===== config.mk =====
export PLATFORM = sky130hd
export DESIGN_NAME = fxalu_front
export DESIGN_NICKNAME = d
export VERILOG_FILES = /design/src/rtl/fxalu_pkg.sv /design/src/rtl/fxalu_front.sv
export SDC_FILE = /design/constraint.sdc
export NUM_CORES = 2
export LEC_CHECK = 0
export ABC_AREA = 0
export BUFFER_PORTS_ARGS = -buffer_cell sky130_fd_sc_hd__buf_4
export CELL_PAD_IN_SITES_DETAIL_PLACEMENT = 1
export CELL_PAD_IN_SITES_GLOBAL_PLACEMENT = 1
export CORE_MARGIN = 2
export CORE_UTILIZATION = 45
export CTS_BUF_LIST = sky130_fd_sc_hd__clkbuf_8 sky130_fd_sc_hd__clkbuf_16
export DETAILED_ROUTE_END_ITERATION = 10
export PLACE_DENSITY = 0.74
export SLEW_MARGIN = 5
export SYNTH_ARGS = -nofsm -noshare
export SYNTH_HDL_FRONTEND = slang
export SYNTH_SLANG_ARGS = --single-unit

===== constraint.sdc =====
create_clock -name clock -period 16.3 [get_ports clock]
set_input_delay 1.63 -clock clock [delete_from_list [all_inputs] [get_ports clock]]
set_output_delay 1.63 -clock clock [all_outputs]
set_load 0.02 [all_outputs]

===== src/rtl/fxalu_pkg.sv =====
`timescale 1ns / 1ps
// ----------------------------------------------------------------------------
// fxalu_pkg
// Shared opcodes, widths and the word type that flows down the ALU cell chain.
// ----------------------------------------------------------------------------
package fxalu_pkg;

   localparam int DataWidthDefault = 32;
   localparam int FracBitsDefault  = 8;
   localparam int CmdWidth         = 4;

   typedef enum logic [CmdWidth-1:0] {
      OP_ADD     = 4'd0,
      OP_SUB     = 4'd1,
      OP_MUL     = 4'd2,
      OP_DIV     = 4'd3,
      OP_GT      = 4'd4,
      OP_LT      = 4'd5,
      OP_GE      = 4'd6,
      OP_LE      = 4'd7,
      OP_EQ      = 4'd8,
      OP_NE      = 4'd9,
      OP_MIN     = 4'd10,
      OP_MAX     = 4'd11,
      OP_INC     = 4'd12,
      OP_DEC     = 4'd13,
      OP_TOINT   = 4'd14,
      OP_FROMINT = 4'd15
   } cmd_type;

   // control carried alongside the data through the chain
   typedef struct packed {
      logic    valid;
      cmd_type cmd;
      logic    negate;
      logic    div_zero;
   } ctrl_type;

endpackage


===== src/rtl/fxalu_front.sv =====
`timescale 1ns / 1ps
// ----------------------------------------------------------------------------
// fxalu_front
// Entry stage: decodes the word, computes the simple operations and the
// full 32x32 product, and prepares the divider operands.
// ----------------------------------------------------------------------------
module fxalu_front #(
   parameter int DW = 32,
   parameter int FB = 8,
   parameter int NW = DW + FB
) (
   input  logic                         clock,
   input  logic                         reset,
   input  logic                         enable,
   input  logic                         valid_i,
   input  fxalu_pkg::cmd_type           cmd_i,
   input  logic signed [DW-1:0]         a_i,
   input  logic signed [DW-1:0]         b_i,
   output fxalu_pkg::ctrl_type          ctrl_o,
   output logic [NW-1:0]                num_o,
   output logic [DW-1:0]                den_o,
   output logic [DW-1:0]                res_o,
   output logic                         cmp_o,
   output logic signed [2*DW-1:0]       prod_o
);
   import fxalu_pkg::*;

   ctrl_type              ctrl_ff, ctrl_in;
   logic [NW-1:0]         num_ff;
   logic [DW-1:0]         den_ff;
   logic [DW-1:0]         res_ff, res_in;
   logic                  cmp_ff, cmp_in;
   logic signed [2*DW-1:0] prod_ff;
   logic [DW-1:0]         mag_a, mag_b;
   logic                  a_lt_b, b_lt_a;

   assign mag_a  = a_i[DW-1] ? DW'(-a_i) : DW'(a_i);
   assign mag_b  = b_i[DW-1] ? DW'(-b_i) : DW'(b_i);
   assign a_lt_b = a_i < b_i;
   assign b_lt_a = b_i < a_i;

   // results of the simple operations
   always_comb begin
      res_in = '0;
      cmp_in = 1'b0;
      case (cmd_i)
         OP_ADD:     res_in = DW'(a_i + b_i);
         OP_SUB:     res_in = DW'(a_i - b_i);
         OP_GT:      cmp_in = b_lt_a;
         OP_LT:      cmp_in = a_lt_b;
         OP_GE:      cmp_in = !a_lt_b;
         OP_LE:      cmp_in = !b_lt_a;
         OP_EQ:      cmp_in = (a_i == b_i);
         OP_NE:      cmp_in = (a_i != b_i);
         OP_MIN:     res_in = a_lt_b ? a_i : b_i;
         OP_MAX:     res_in = b_lt_a ? a_i : b_i;
         OP_INC:     res_in = DW'(a_i + 1'b1);
         OP_DEC:     res_in = DW'(a_i - 1'b1);
         OP_TOINT:   res_in = DW'(a_i >>> FB);
         OP_FROMINT: res_in = DW'(a_i <<< FB);
         default:    res_in = '0;
      endcase
      ctrl_in.valid    = valid_i;
      ctrl_in.cmd      = cmd_i;
      ctrl_in.negate   = a_i[DW-1] ^ b_i[DW-1];
      ctrl_in.div_zero = (cmd_i == OP_DIV) && (b_i == '0);
   end

   // entry register, frozen while the chain stalls
   always_ff @(posedge clock) begin
      if (reset) begin
         ctrl_ff.valid <= 1'b0;
      end else if (enable) begin
         ctrl_ff.valid <= ctrl_in.valid;
      end
      if (enable) begin
         ctrl_ff.cmd      <= ctrl_in.cmd;
         ctrl_ff.negate   <= ctrl_in.negate;
         ctrl_ff.div_zero <= ctrl_in.div_zero;
         num_ff  <= NW'(mag_a) << FB;
         den_ff  <= mag_b;
         res_ff  <= res_in;
         cmp_ff  <= cmp_in;
         prod_ff <= a_i * b_i;
      end
   end

   assign ctrl_o = ctrl_ff;
   assign num_o  = num_ff;
   assign den_o  = den_ff;
   assign res_o  = res_ff;
   assign cmp_o  = cmp_ff;
   assign prod_o = prod_ff;
endmodule


==> results.py <==
metrics = {
    "clocking": {
        "cts_htree_levels": 4,
        "clk_path_buf_depth": 2,
        "cts_sinks": 168,
        "root_buffer": "clkbuf_16",
        "ctsHoldBuffers": 0,
        "cts_tree": "built",
        "cts_buffers": 17,
        "cts_resized": 0,
        "worstSkewPairLatency_ps": 530,
        "cts_setup_buffers": 0,
        "clk_pin_slew_ps": 120,
    },
    "drt": {
        "drt_iter0_markers": 2870,
        "vias": 37500,
        "dr_wl_met2_mm": 86.6,
        "dr.pass1.iters": 9,
        "ant_nets": 0,
        "wl_per_cell_um": 25.9,
        "top_layer": "met4",
        "wl_met3_mm": 9.87,
        "wl_met1_mm": 63.8,
        "avgViaCountPerCell": 5.73,
        "totalWireLength_mm": 169,
        "drc": 0,
    },
    "floorplanning": {
        "die_y_um": 332,
        "fp-row-count": 120,
        "pin_count": 248,
        "coreArea_um2": 107000,
        "die_w_um": 332,
        "start_util_pct": 45.3,
        "die_area_um2": 110000,
    },
    "timing": {
        "hold_viol_final": 0,
        "finalSetupTns_ps": 0,
        "worst_pin_slew_ps": 1260,
        "max-slew-margin-rel_pct": 15.3,
        "rsz0062_at_grt": "no",
        "fin_skew_ps": 0,
        "fin_crit_ps": 10330,
        "fin_crit_sh_pct": 63.4,
        "setup_violations": 0,
        "fmax_mhz": 96.8,
        "final_max_slew_viol_count": 0,
    },
    "synth": {
        "synth_edf_count": 167,
        "synth_area_leaders": "fa_1, edfxtp_1, inv_1, ha_1, and2_1",
        "synthMuxAreaShare_pct": 0.230,
        "synth_most_common_cell": "fa_1",
        "synth_fa_ha_area_share_pct": 52.1,
        "synthTopCellsByCount": "fa_1, inv_1, nand2_1, and2_1, clkbuf_1",
        "yosysWarnings": 0,
        "synth_top_family_by_area": "adder cells",
        "syn_avg_cell_area_um2": 9.40,
        "synth_top_cell_area_share_pct": 44.9,
        "yosysUniqueCellTypes": 86,
        "ys_seq_area_share_pct": 10.4,
        "synth_flop_cell": "edfxtp_1",
        "syn_inst": 5151,
        "syn_area_um2": 48400,
        "synth-simple-area-share_pct": 14.4,
        "synthXorXnorAreaFrac_pct": 3.44,
        "yosys.area.top_type": "fa_1",
        "ys_seq_elements": 168,
        "synth_compound_area_share_pct": 8.58,
        "ys_async_sr_fraction_pct": 0,
    },
    "place": {
        "place.gp.congestion": 0.932,
        "dpl-instance-area_um2": 51000,
        "port_buffers": 239,
        "hpwl_mm": 131,
        "dpl.cell_count": 6507,
    },
    "setup_path": {
        "critical_path_class": "in -> reg",
        "crit_fanout": 21,
        "critPathRequiredTime_ps": 16630,
        "end_kind": "flop",
        "worst_setup_path_start_kind": "input port",
        "critPathArrivalTime_ps": 10660,
    },
    "global_routing": {
        "grt_max_degree": 62,
        "gr-total-overflow": 0,
        "antenna_found_initial": 3,
        "grt_usage_pct": 31.6,
        "grt_pass1_vias": 42700,
        "grt_pass1_wl_mm": 261,
    },
    "cells_and_area": {
        "final_design_area_no_fill_um2": 51600,
        "drive_gt1_share_pct": 6.46,
        "syn_to_final_growth_pct": 6.49,
        "final_core_util_pct": 48.2,
        "nets": 6560,
        "layout.cells.non_filler": 6541,
        "n_fill_cell": 12200,
    },
    "min_path": {
        "hp-class": "reg -> reg",
    },
    "flow_run": {
        "max_cap_violations": 0,
    },
    "run_status": {
        "outcome": "finished, final reports clean",
    },
}
stage by stage:
stage / setup slack [ps] / hold slack, ps
after floorplan: 6890 / 579
after global placement: 4510 / 478
after detailed placement: 5340 / 499
after CTS: 5950 / 519
after global routing: 5580 / 586
final: 5970 / 517
metal layers:
layer	up-vias	GRT usage (%)
met5	-	0
met4	0	15.1
met3	392	4.57
met2	1375	56.2
met1	20000	37.5
li1	15700	-
logic make-up after synthesis:
group	count (synthesis)
adders and majority gates	1365
AOI/OAI and AO/OA	614
DFF	168
other	1
xor gates and xnor gates	190
buffers and inverters	1387
and+or+nand+nor	1415
muxes	11
cell usage in the layout (no fill, tap or decap), types with 58 or more instances in the layout:
cell type | netlist | final
a21oi_1 | 136 | 136
a21o_1 | 58 | 58
o21ai_0 | 128 | 128
fa_1 | 1085 | 1085
ha_1 | 280 | 280
and2_1 | 441 | 441
xnor2_1 | 151 | 151
inv_1 | 1064 | 1064
nand2_1 | 597 | 597
nor2_1 | 163 | 161
buf_4 | 8 | 263
edfxtp_1 | 167 | 167
area by class of cell:
type,count,area (µm²),share of cell area [%]
Sequential cell,168,5030,9.76
Antenna cell,2,5.00,0.00971
Tap cell,1403,1760,3.40
Inverter,1068,4010,7.77
Clock buffer,17,425,0.825
Timing Repair Buffer,265,1990,3.87
Clock inverter,15,166,0.323
Multi-Input combinational cell,3603,38200,74.0
sequential cells by signal (all words and copies together), names as in the netlist:
name	count
cmp_o	1
num_o	32
res_o	32
ctrl_o	7
prod_o	64
den_o	32
worst paths after layout:
check	start	endpoint	slack, ps	cells past startpoint
max	a_i[31]	prod_o[61]$_DFFE_PP_	5970	25
min	ctrl_o[6]$_SDFFE_PP0P_	ctrl_o[6]$_SDFFE_PP0P_	520	2
max reg2reg	ctrl_o[6]$_SDFFE_PP0P_	ctrl_o[6]$_SDFFE_PP0P_	15710	2
min reg2reg	ctrl_o[6]$_SDFFE_PP0P_	ctrl_o[6]$_SDFFE_PP0P_	520	2
worst max-delay path: stages:
cell	delay (ps)
buf_4	410
inv_2	370
nor2_1	380
fa_1	490
inv_1	280
fa_1	490
inv_1	260
fa_1	510
fa_1	980
inv_1	440
fa_1	610
inv_1	60
fa_1	530
inv_1	50
fa_1	500
inv_1	60
fa_1	450
ha_1	420
a21oi_1	410
o21ai_0	200
a21o_1	220
a21o_1	190
or4_1	400
a31oi_1	210
xnor2_1	80
Power is left out: the tool's default activity adds up to more than one toggle a clock period on the data nets, which glitch-free logic cannot reach.
