==> src/rtl/fxalu_pkg.sv <==
`timescale 1ns / 1ps
// ----------------------------------------------------------------------------
// fxalu_pkg
// Shared opcodes, widths and the word type that flows down the ALU cell chain.
// ----------------------------------------------------------------------------
package fxalu_pkg;

   localparam int DataWidthDefault = 32;
   localparam int FracBitsDefault  = 8;
   localparam int CmdWidth         = 4;

   typedef enum logic [CmdWidth-1:0] {
      OP_ADD     = 4'd0,
      OP_SUB     = 4'd1,
      OP_MUL     = 4'd2,
      OP_DIV     = 4'd3,
      OP_GT      = 4'd4,
      OP_LT      = 4'd5,
      OP_GE      = 4'd6,
      OP_LE      = 4'd7,
      OP_EQ      = 4'd8,
      OP_NE      = 4'd9,
      OP_MIN     = 4'd10,
      OP_MAX     = 4'd11,
      OP_INC     = 4'd12,
      OP_DEC     = 4'd13,
      OP_TOINT   = 4'd14,
      OP_FROMINT = 4'd15
   } cmd_type;

   // control carried alongside the data through the chain
   typedef struct packed {
      logic    valid;
      cmd_type cmd;
      logic    negate;
      logic    div_zero;
   } ctrl_type;

endpackage

==> src/rtl/fxalu_div_cell.sv <==
`timescale 1ns / 1ps
// ----------------------------------------------------------------------------
// fxalu_div_cell
// One restoring-division step: shifts in one dividend bit, conditionally
// subtracts the divisor and shifts the quotient bit in. Registered output,
// held while enable is low.
// ----------------------------------------------------------------------------
module fxalu_div_cell #(
   parameter int DW = 32,
   parameter int NW = 40
) (
   input  logic                   clock,
   input  logic                   reset,
   input  logic                   enable,
   input  fxalu_pkg::ctrl_type    ctrl_i,
   input  logic [NW-1:0]          num_i,
   input  logic [DW-1:0]          den_i,
   input  logic [DW:0]            rem_i,
   input  logic [DW-1:0]          res_i,
   output fxalu_pkg::ctrl_type    ctrl_o,
   output logic [NW-1:0]          num_o,
   output logic [DW-1:0]          den_o,
   output logic [DW:0]            rem_o,
   output logic [DW-1:0]          res_o
);
   import fxalu_pkg::*;

   ctrl_type        ctrl_ff;
   logic [NW-1:0]   num_ff, num_in;
   logic [DW-1:0]   den_ff;
   logic [DW:0]     rem_ff, rem_in;
   logic [DW-1:0]   res_ff, res_in;
   logic [DW+1:0]   trial;
   logic [DW+1:0]   shifted;

   // one step, active only for divide words
   always_comb begin
      shifted = {rem_i, num_i[NW-1]};
      trial   = shifted - {2'b00, den_i};
      num_in  = {num_i[NW-2:0], 1'b0};
      rem_in  = rem_i;
      res_in  = res_i;
      if (ctrl_i.cmd == OP_DIV) begin
         if (!trial[DW+1]) begin
            rem_in = trial[DW:0];
            res_in = {res_i[DW-2:0], 1'b1};
         end else begin
            rem_in = shifted[DW:0];
            res_in = {res_i[DW-2:0], 1'b0};
         end
      end
   end

   // stage register, frozen while the chain stalls
   always_ff @(posedge clock) begin
      if (reset) begin
         ctrl_ff.valid <= 1'b0;
      end else if (enable) begin
         ctrl_ff.valid <= ctrl_i.valid;
      end
      if (enable) begin
         ctrl_ff.cmd      <= ctrl_i.cmd;
         ctrl_ff.negate   <= ctrl_i.negate;
         ctrl_ff.div_zero <= ctrl_i.div_zero;
         num_ff <= num_in;
         den_ff <= den_i;
         rem_ff <= rem_in;
         res_ff <= res_in;
      end
   end

   assign ctrl_o = ctrl_ff;
   assign num_o  = num_ff;
   assign den_o  = den_ff;
   assign rem_o  = rem_ff;
   assign res_o  = res_ff;
endmodule

==> config.mk <==
export PLATFORM = sky130hd
export DESIGN_NAME = fxalu_div_cell
export DESIGN_NICKNAME = d
export VERILOG_FILES = /design/src/rtl/fxalu_pkg.sv /design/src/rtl/fxalu_div_cell.sv
export SDC_FILE = /design/constraint.sdc
export NUM_CORES = 1
export LEC_CHECK = 0
export ABC_AREA = 1
export BUFFER_PORTS_ARGS = -buffer_cell sky130_fd_sc_hd__buf_2
export CORE_UTILIZATION = 50
export CTS_CLUSTER_SIZE = 8
export DETAILED_ROUTE_END_ITERATION = 12
export PLACE_DENSITY = 0.82
export SYNTH_ARGS = -nofsm -noshare
export SYNTH_HDL_FRONTEND = slang
export SYNTH_SLANG_ARGS = --single-unit
==> constraint.sdc <==
create_clock -name clock -period 6.7 [get_ports clock]
set_input_delay 1.005 -clock clock [delete_from_list [all_inputs] [get_ports clock]]
set_output_delay 1.005 -clock clock [all_outputs]
set_load 0.05 [all_outputs]
==> PnR_summary.wiki, run 1 <==
{| class="wikitable"
! Metric !! Value
|-
| Outcome || completed
|-
| Final count of negative-setup-slack endpoints || 0
|-
| Number of antenna violations at the first check in global routing || 0
|-
| Detailed-placement wirelength estimate || 18.9 mm
|-
| Clock-pin slew reported for the worst setup and hold paths after clock tree synthesis || 60 ps
|-
| Share of power burned in registers || 0.387
|-
| DIE WIDTH || 133 microns
|-
| Vias post-DR || 7906
|-
| Fraction of the cycle the final worst path needs || 0.469
|-
| Flip-flop and latch count after synthesis || 143
|-
| Remaining design rule violation count || 0
|-
| Fillers || 1437
|-
| Cts hold-fix bufs || 0
|-
| Post-CTS setup buffer count || 0
|-
| CP most frequent cell || sky130_fd_sc_hd__nand2_1
|-
| Insertion delay of the later-clocked pin in the worst-skew pair || 420 ps
|-
| Peak supply drop || 0.182 mV
|-
| Post-synthesis average cell area || 7.98 sq um
|-
| Cts repair resizes || 0
|-
| Critical Path End Type || flip-flop
|-
| Average via count per standard cell || 4.94
|-
| Largest stage delay, worst path || 350 ps
|-
| Layout Skew || 0 ps
|-
| Max Freq || 318 MHz
|-
| Die Span Y || 133 microns
|-
| Reported net switching power || 958 uW
|-
| Gp weighted congestion || 0.939
|-
| Global routing usage summed across all routing layers || 0.274
|-
| Cells after DPL || 1569
|-
| I/O pin count || 291
|-
| Number of buffers added on ports || 289
|-
| Share of synthesized area occupied by flip-flops and latches || 0.497
|-
| Power density over the cells || 260 nW/um^2
|-
| Worst slew margin || 0.366
|-
| Row count || 47
|-
| Placed cell areas || 10200 sq um
|-
| Biggest area contributors in the synthesized netlist || sky130_fd_sc_hd__edfxtp_1, sky130_fd_sc_hd__nand2_1, sky130_fd_sc_hd__inv_1
|-
| Synthesized instance count || 1080
|-
| Number of buffers inserted during clock tree synthesis || 17
|-
| Number of nets in the synthesized netlist || 1260
|-
| Wire length per cell || 15.1 microns
|-
| Number of global-route vias before repair || 7518
|-
| Warning count from the yosys run || 0
|-
| Max-cap violations || 0
|-
| CTS tree || done
|-
| Cell Chain, Critical Path || buf_2 -> inv_1 -> ha_1 -> nand2_1 -> inv_1 -> nand2_1 -> nand2_1 -> inv_1 -> nand3_2 -> nand2_2 -> nand2_4 -> nand2_4 -> nand3_1 -> nand2_2 -> nand2_1 -> nand3_1 -> nand2_1
|-
| Unrepaired setup endpoints after global routing || false
|-
| Post-synth cell types || 38
|-
| Drt first-iter violations || 583
|-
| Shortest clock period the worst path allows after layout || 3150 ps
|-
| Pin count of the biggest net entering global routing || 77
|-
| Library cell contributing the largest single delay on the critical path || sky130_fd_sc_hd__nand3_1
|-
| Final-report hold violation count || 0
|-
| H-tree depth || 4
|-
| Buffers plus inverters on the worst setup path || 4
|-
| Cell area after synthesis || 8610 sq um
|-
| Worst Max-Slew Pin Slew || 952 ps
|-
| Cell chosen for the clock root || sky130_fd_sc_hd__clkbuf_16
|-
| Internal power component || 1.85 mW
|-
| Signed area change from the synthesized netlist to the final layout || 25.7%
|-
| Area occupied by registers || 4280 sq um
|-
| Family with the most delay on the worst path || simple AND/OR/NAND/NOR gates
|-
| Number of nets in the finished design || 1548
|-
| Placeable core region || 16700 sq um
|-
| Top-area cell type share of the netlist area || 0.495
|-
| Effective utilization at floorplan || 0.516
|-
| Max-slew violation total from the final report || 0
|-
| Leakage power || 5.88 nW
|-
| Setup slack after layout || 3550 ps
|-
| Post-Layout Cell Count || 1601
|-
| Total iterations of the first detailed-routing run || 5
|-
| Post-detailed-routing wire length || 24.2 mm
|-
| Total die area || 17800 sq um
|-
| Post-route standard cell area excluding fillers || 10800 sq um
|-
| Wire length of the first global-routing pass || 37.6 mm
|-
| Diode insertion count for antenna repair || 0
|-
| Critical-path maximum fanout || 11
|-
| Type of element launching the critical path || input pin
|-
| Routed Antenna Nets || 0
|-
| Setup TNS || 0 ps
|-
| Setup slack at placement || 3180 ps
|-
| Multi-input gate area || 3380 sq um
|-
| Clk buf depth || 2
|-
| Required time of the critical path || 6870 ps
|-
| Leading cell types in the layout, fill and taps excluded || sky130_fd_sc_hd__nand2_1, sky130_fd_sc_hd__buf_2, sky130_fd_sc_hd__inv_1, sky130_fd_sc_hd__edfxtp_1, sky130_fd_sc_hd__nand3_1
|-
| Number of clock sinks || 143
|-
| Clock network power share || 0.347
|-
| Most common library cell in the layout ignoring fill and taps || sky130_fd_sc_hd__nand2_1
|-
| Global-route congestion overflow total || 0
|-
| Gate power share || 0.266
|-
| Fraction of layout cells with a size suffix above 1 || 0.256
|-
| Kind of critical path || input pin to flip-flop
|-
| Critical path arrival || 3320 ps
|-
| Class of the tightest hold or removal check || flip-flop to flip-flop
|-
| Cell type with the largest total area after synthesis || sky130_fd_sc_hd__edfxtp_1
|-
| Switching Share || 0.341
|}
[path summary, 6_finish.rpt]
kind | from | to | slack (ps) | depth (start not counted)
setup / recovery | den_i[7] | rem_o[22] | 3550 | 17
hold / removal | ctrl_o[6] | ctrl_o[6] | 550 | 2
setup reg to reg | ctrl_o[6] | ctrl_o[6] | 6070 | 2
hold reg to reg | ctrl_o[6] | ctrl_o[6] | 550 | 2
[per-layer routing]
metal	routed length [microns]	global-route usage	part of all wire	up-vias
li1	-	-	-	3964
met1	10100	0.332	0.42	3640
met2	12300	0.492	0.51	269
met3	1250	0.0472	0.052	33
met4	497	0.0878	0.021	0
met5	0	0	0	-
[cell type report]
cell class	instances	area share
flip-flops and latches	143	0.396
multi-input cells	700	0.312
repair buffers	292	0.136
inverters	214	0.0742
clock buffers	18	0.0396
well taps	220	0.0254
clock inverters	14	0.0165
[worst reg2reg max path, delay by kind of cell (launching register included)]
| family | cells | cell delay [ps] |
|---|---|---|
| AND/OR/NAND/NOR | 1 | 140 |
| multiplexers | 1 | 70 |
| flip-flops | 1 | 350 |
[registers in the layout, indices dropped and copies added (netlist names)]
register / count
den_o: 32
ctrl_o: 7
num_o: 39
res_o: 32
rem_o: 33
[per-stage QoR]
| stage | total power [mW] | hold slack [ps] | util |
|---|---|---|---|
| floorplan | 1.64 | 733 | - |
| CTS | 2.82 | 550 | 0.648 |
| global placement | 1.84 | 470 | 0.612 |
| finish | 2.81 | 549 | 0.648 |
| global route | 2.93 | 570 | 0.648 |
| detailed placement | 1.85 | 539 | 0.612 |
[cell usage after synthesis (all sizes together)]
| cell type | count |
|---|---|
| dfxtp | 1 |
| fa | 1 |
| and3 | 2 |
| nand2 | 447 |
| nand3 | 99 |
| o21ai | 5 |
| o21bai | 5 |
| ha | 32 |
| nand4 | 9 |
| inv | 213 |
| clkbuf | 9 |
| clkinv | 1 |
| edfxtp | 142 |
| a21oi | 23 |
| and2 | 2 |
| xor2 | 12 |
| xnor2 | 3 |
| buf | 14 |
| conb | 1 |
| mux2i | 1 |
| nand3b | 4 |
| nor3 | 7 |
| nor2 | 46 |
| a21o | 1 |
[power by group through the flow]
stage / sequential, mW / combinational (mW) / clock (mW)
after CTS: 1.09 / 0.746 / 0.990
after detailed placement: 1.11 / 0.743 / 0
final: 1.09 / 0.747 / 0.976
after floorplan: 1.37 / 0.274 / 0
after global routing: 1.09 / 0.808 / 1.02
after global placement: 1.10 / 0.736 / 0
[logic make-up (layout without fill, tap and decap cells)]
| group | after synthesis | count (layout) | synth area share |
|---|---|---|---|
| and+or+nand+nor | 616 | 616 | 0.304 |
| buffers and inverters | 237 | 538 | 0.111 |
| DFF | 143 | 143 | 0.497 |
| AOI/OAI and AO/OA | 34 | 34 | 0.0224 |
| adders and majority gates | 33 | 33 | 0.0488 |
| xor gates and xnor gates | 15 | 15 | 0.0153 |
| other | 1 | 1 | 0.000435 |
| muxes | 1 | 1 | 0.00116 |
Note: power is estimated with default switching activity, not from simulation.
==> run 2: changes to the inputs <==
--- a/config.mk
+++ b/config.mk
@@ -5,12 +5,12 @@
 export SDC_FILE = /design/constraint.sdc
 export NUM_CORES = 1
 export LEC_CHECK = 0
-export ABC_AREA = 1
+export ABC_AREA = 0
 export BUFFER_PORTS_ARGS = -buffer_cell sky130_fd_sc_hd__buf_2
-export CORE_UTILIZATION = 50
+export CORE_UTILIZATION = 45
 export CTS_CLUSTER_SIZE = 8
 export DETAILED_ROUTE_END_ITERATION = 12
-export PLACE_DENSITY = 0.82
+export PLACE_DENSITY = 0.8
 export SYNTH_ARGS = -nofsm -noshare
 export SYNTH_HDL_FRONTEND = slang
 export SYNTH_SLANG_ARGS = --single-unit
==> constraint.sdc (replaced) <==
create_clock -name clock -period 2.6 [get_ports clock]
set_input_delay 0.39 -clock clock [delete_from_list [all_inputs] [get_ports clock]]
set_output_delay 0.39 -clock clock [all_outputs]
set_load 0.05 [all_outputs]
==> PnR_summary.wiki, run 2 <==
{| class="wikitable"
! Metric !! Value
|-
| Share of synthesized area occupied by flip-flops and latches || 0.569
|-
| Critical path arrival || 2830 ps
|-
| Insertion delay of the later-clocked pin in the worst-skew pair || 420 ps
|-
| Global-route congestion overflow total || 0
|-
| Kind of critical path || input pin to flip-flop
|-
| Gate power share || 0.285
|-
| Outcome || completed
|-
| Cell chosen for the clock root || sky130_fd_sc_hd__clkbuf_16
|-
| Number of nets in the synthesized netlist || 870
|-
| Synth Area in Compound Gates || 0.144
|-
| Clk buf depth || 2
|-
| Fillers || 1243
|-
| Critical Path End Type || flip-flop
|-
| Simple-gate portion of the synthesized area || 0.148
|-
| Most used flip-flop cell after synthesis || sky130_fd_sc_hd__edfxtp_1
|-
| Most common library cell in the layout ignoring fill and taps || sky130_fd_sc_hd__buf_2
|-
| Class of the tightest hold or removal check || input pin to flip-flop
|-
| Switching Share || 0.334
|-
| Global routing usage summed across all routing layers || 0.241
|-
| Synth cell count leaders || sky130_fd_sc_hd__edfxtp_1, sky130_fd_sc_hd__nand2_1, sky130_fd_sc_hd__nor2_1, sky130_fd_sc_hd__inv_1, sky130_fd_sc_hd__o21ai_0
|-
| Detailed-placement wirelength estimate || 15.6 mm
|-
| DIE WIDTH || 131 microns
|-
| Critical-path maximum fanout || 2
|-
| Placeable core region || 16100 sq um
|-
| Number of global-route vias before repair || 6664
|-
| Layout Skew || 0 ps
|-
| Cts hold-fix bufs || 0
|-
| Required time of the critical path || 2870 ps
|-
| Clock-pin slew reported for the worst setup and hold paths after clock tree synthesis || 70 ps
|-
| Max-slew violation total from the final report || 0
|-
| CTS tree || done
|-
| Drt first-iter violations || 287
|-
| Shortest clock period the worst path allows after layout || 2560 ps
|-
| Share of synthesized cell area in full adder, half adder and majority cells || 0.0559
|-
| Setup slack after layout || 37.9 ps
|-
| Cell type with the largest total area after synthesis || sky130_fd_sc_hd__edfxtp_1
|-
| Number of antenna violations at the first check in global routing || 2
|-
| Biggest area contributors in the synthesized netlist || sky130_fd_sc_hd__edfxtp_1, sky130_fd_sc_hd__nand2_1, sky130_fd_sc_hd__ha_1
|-
| Post-synthesis share of cell area spent on xor and xnor gates || 0.0291
|-
| Max Freq || 390 MHz
|-
| Final-report hold violation count || 0
|-
| Signed area change from the synthesized netlist to the final layout || 45.2%
|-
| Share of power burned in registers || 0.376
|-
| Average via count per standard cell || 5.15
|-
| Post-synthesis average cell area || 10.9 sq um
|-
| H-tree depth || 4
|-
| Die Span Y || 131 microns
|-
| CP Launch Point || num_i[39]
|-
| Remaining design rule violation count || 0
|-
| Number of buffers inserted during clock tree synthesis || 17
|-
| Wire length of the first global-routing pass || 32.6 mm
|-
| Power density over the cells || 680 nW/um^2
|-
| Number of nets in the finished design || 1263
|-
| Effective utilization at floorplan || 0.467
|-
| Mux cell area share after synthesis || 0.00399
|-
| I/O pin count || 291
|-
| Gp weighted congestion || 0.863
|-
| Flip-flop and latch count after synthesis || 143
|-
| Top-area cell type share of the netlist area || 0.566
|-
| Fraction of the cycle the final worst path needs || 0.985
|-
| Max-cap violations || 0
|-
| Fraction of layout cells with a size suffix above 1 || 0.455
|-
| Post-detailed-routing wire length || 21.0 mm
|-
| Cell area after synthesis || 7530 sq um
|-
| Warning count from the yosys run || 0
|-
| Total iterations of the first detailed-routing run || 4
|-
| Wire length per cell || 16.0 microns
|-
| Unrepaired setup endpoints after global routing || true
|-
| Post-synthesis async set-or-reset flop share || 0
|-
| Startpoint of the tightest hold check path || reset
|-
| Synthesized instance count || 690
|-
| Reported net switching power || 2.48 mW
|-
| Number of buffers added on ports || 289
|-
| Most common cell in the netlist || sky130_fd_sc_hd__edfxtp_1
|-
| Setup TNS || 0 ps
|-
| Final count of negative-setup-slack endpoints || 0
|-
| Post-synth cell types || 73
|-
| Peak supply drop || 0.453 mV
|-
| Vias post-DR || 6753
|-
| Main combinational cell family by area after synthesis || simple AND/OR/NAND/NOR gates
|-
| Number of enable flip-flop cells after synthesis || 142
|-
| Number of clock sinks || 143
|-
| Leakage power || 5.02 nW
|-
| Number of flip-flops in the largest register || 39
|-
| Type of element launching the critical path || input pin
|-
| Clock network power share || 0.339
|-
| Pin count of the biggest net entering global routing || 51
|-
| Diode insertion count for antenna repair || 0
|-
| Routed Antenna Nets || 0
|-
| Setup slack at placement || -543 ps
|-
| Leading cell types in the layout, fill and taps excluded || sky130_fd_sc_hd__buf_2, sky130_fd_sc_hd__edfxtp_1, sky130_fd_sc_hd__nand2_1, sky130_fd_sc_hd__buf_4, sky130_fd_sc_hd__nor2_1
|-
| Row count || 46
|-
| Internal power component || 4.95 mW
|-
| Launch point of the worst reg-to-reg path || ctrl_o[6]
|-
| Total die area || 17200 sq um
|}
## run 2: cell count changes after synthesis, moves of 6 or more
cell / change
sky130_fd_sc_hd__a21o_1: +12
sky130_fd_sc_hd__a31oi_1: +31
sky130_fd_sc_hd__buf_2: +8
sky130_fd_sc_hd__clkbuf_1: +6
sky130_fd_sc_hd__inv_1: -170
sky130_fd_sc_hd__nand2_1: -305
sky130_fd_sc_hd__nand2_2: -13
sky130_fd_sc_hd__nand3_1: -67
sky130_fd_sc_hd__nor2_1: +7
sky130_fd_sc_hd__o211ai_1: +7
sky130_fd_sc_hd__o21ai_0: +36
sky130_fd_sc_hd__xnor2_1: +12
## run 2: worst max-delay path: stages
cell and delay, ps:
sky130_fd_sc_hd__buf_8 80, sky130_fd_sc_hd__inv_4 30, sky130_fd_sc_hd__ha_4 150, sky130_fd_sc_hd__fa_2 330, sky130_fd_sc_hd__nand2b_4 160, sky130_fd_sc_hd__a21oi_4 180, sky130_fd_sc_hd__a31oi_4 100, sky130_fd_sc_hd__o221a_1 310
sky130_fd_sc_hd__buf_4 150, sky130_fd_sc_hd__or2_2 320, sky130_fd_sc_hd__o21ai_2 180, sky130_fd_sc_hd__xor2_1 150, sky130_fd_sc_hd__nand3_1 90, sky130_fd_sc_hd__a31oi_1 200
## run 2: cell type report
| cell class | count | area, sq um | share of cell area |
|---|---|---|---|
| clock buffers | 17 | 425 | 0.0389 |
| clock inverters | 15 | 193 | 0.0176 |
| inverters | 42 | 160 | 0.0147 |
| multi-input cells | 470 | 3130 | 0.286 |
| flip-flops and latches | 143 | 4280 | 0.392 |
| well taps | 216 | 270 | 0.0247 |
| repair buffers | 409 | 2470 | 0.226 |
## run 2: power groups by stage
stage | clock (mW) | combinational (mW) | sequential [mW]
after floorplan | 0 | 0.649 | 3.53
after global placement | 0 | 2.00 | 2.84
after detailed placement | 0 | 2.03 | 2.84
after CTS | 2.55 | 2.05 | 2.80
after global routing | 2.64 | 2.24 | 2.81
final | 2.52 | 2.12 | 2.80
## run 2: path summary, 6_finish.rpt
kind         cells after the start  slack [ps]   endpoint
min                              2         110  ctrl_o[6]
max                             14          40  rem_o[18]
max reg2reg                      2        2000  ctrl_o[6]
min reg2reg                      2         510  ctrl_o[6]
## run 2: timing repair
item / CTS / global route
cloned: 0 / 2
resized for setup: 5 / 21
pin swaps: 10 / 20
setup endpoints to repair: 1 / 29
setup buffers: 2 / 5
## run 2: metrics by stage
stage / utilization / hold slack, ps / area [sq um] / cells / power, mW
after floorplan: - / 462 / 7680 / 690 / 4.18
after global placement: 0.625 / 467 / 10100 / 1271 / 4.84
after detailed placement: 0.625 / 490 / 10100 / 1271 / 4.87
after CTS: 0.666 / 94.3 / 10700 / 1305 / 7.40
after global routing: 0.678 / 108 / 10900 / 1312 / 7.70
final: 0.678 / 109 / 10900 / 1312 / 7.43
## run 2: logic make-up after synthesis
kind of cell / after synthesis
xor gates and xnor gates: 25
AOI/OAI and AO/OA: 163
adders and majority gates: 33
muxes: 3
DFF: 143
buffers and inverters: 77
and+or+nand+nor: 245
other: 1
## run 2: metal layers
| metal | GRT usage | vias to the layer above | part of all wire | wire length (microns) |
|---|---|---|---|---|
| met3 | 0.0559 | 43 | 0.067 | 1400 |
| met4 | 0.0956 | 4 | 0.025 | 528 |
| met1 | 0.276 | 3122 | 0.39 | 8290 |
| met5 | 0 | - | 0.0012 | 26 |
| li1 | - | 3311 | - | - |
| met2 | 0.435 | 273 | 0.51 | 10800 |
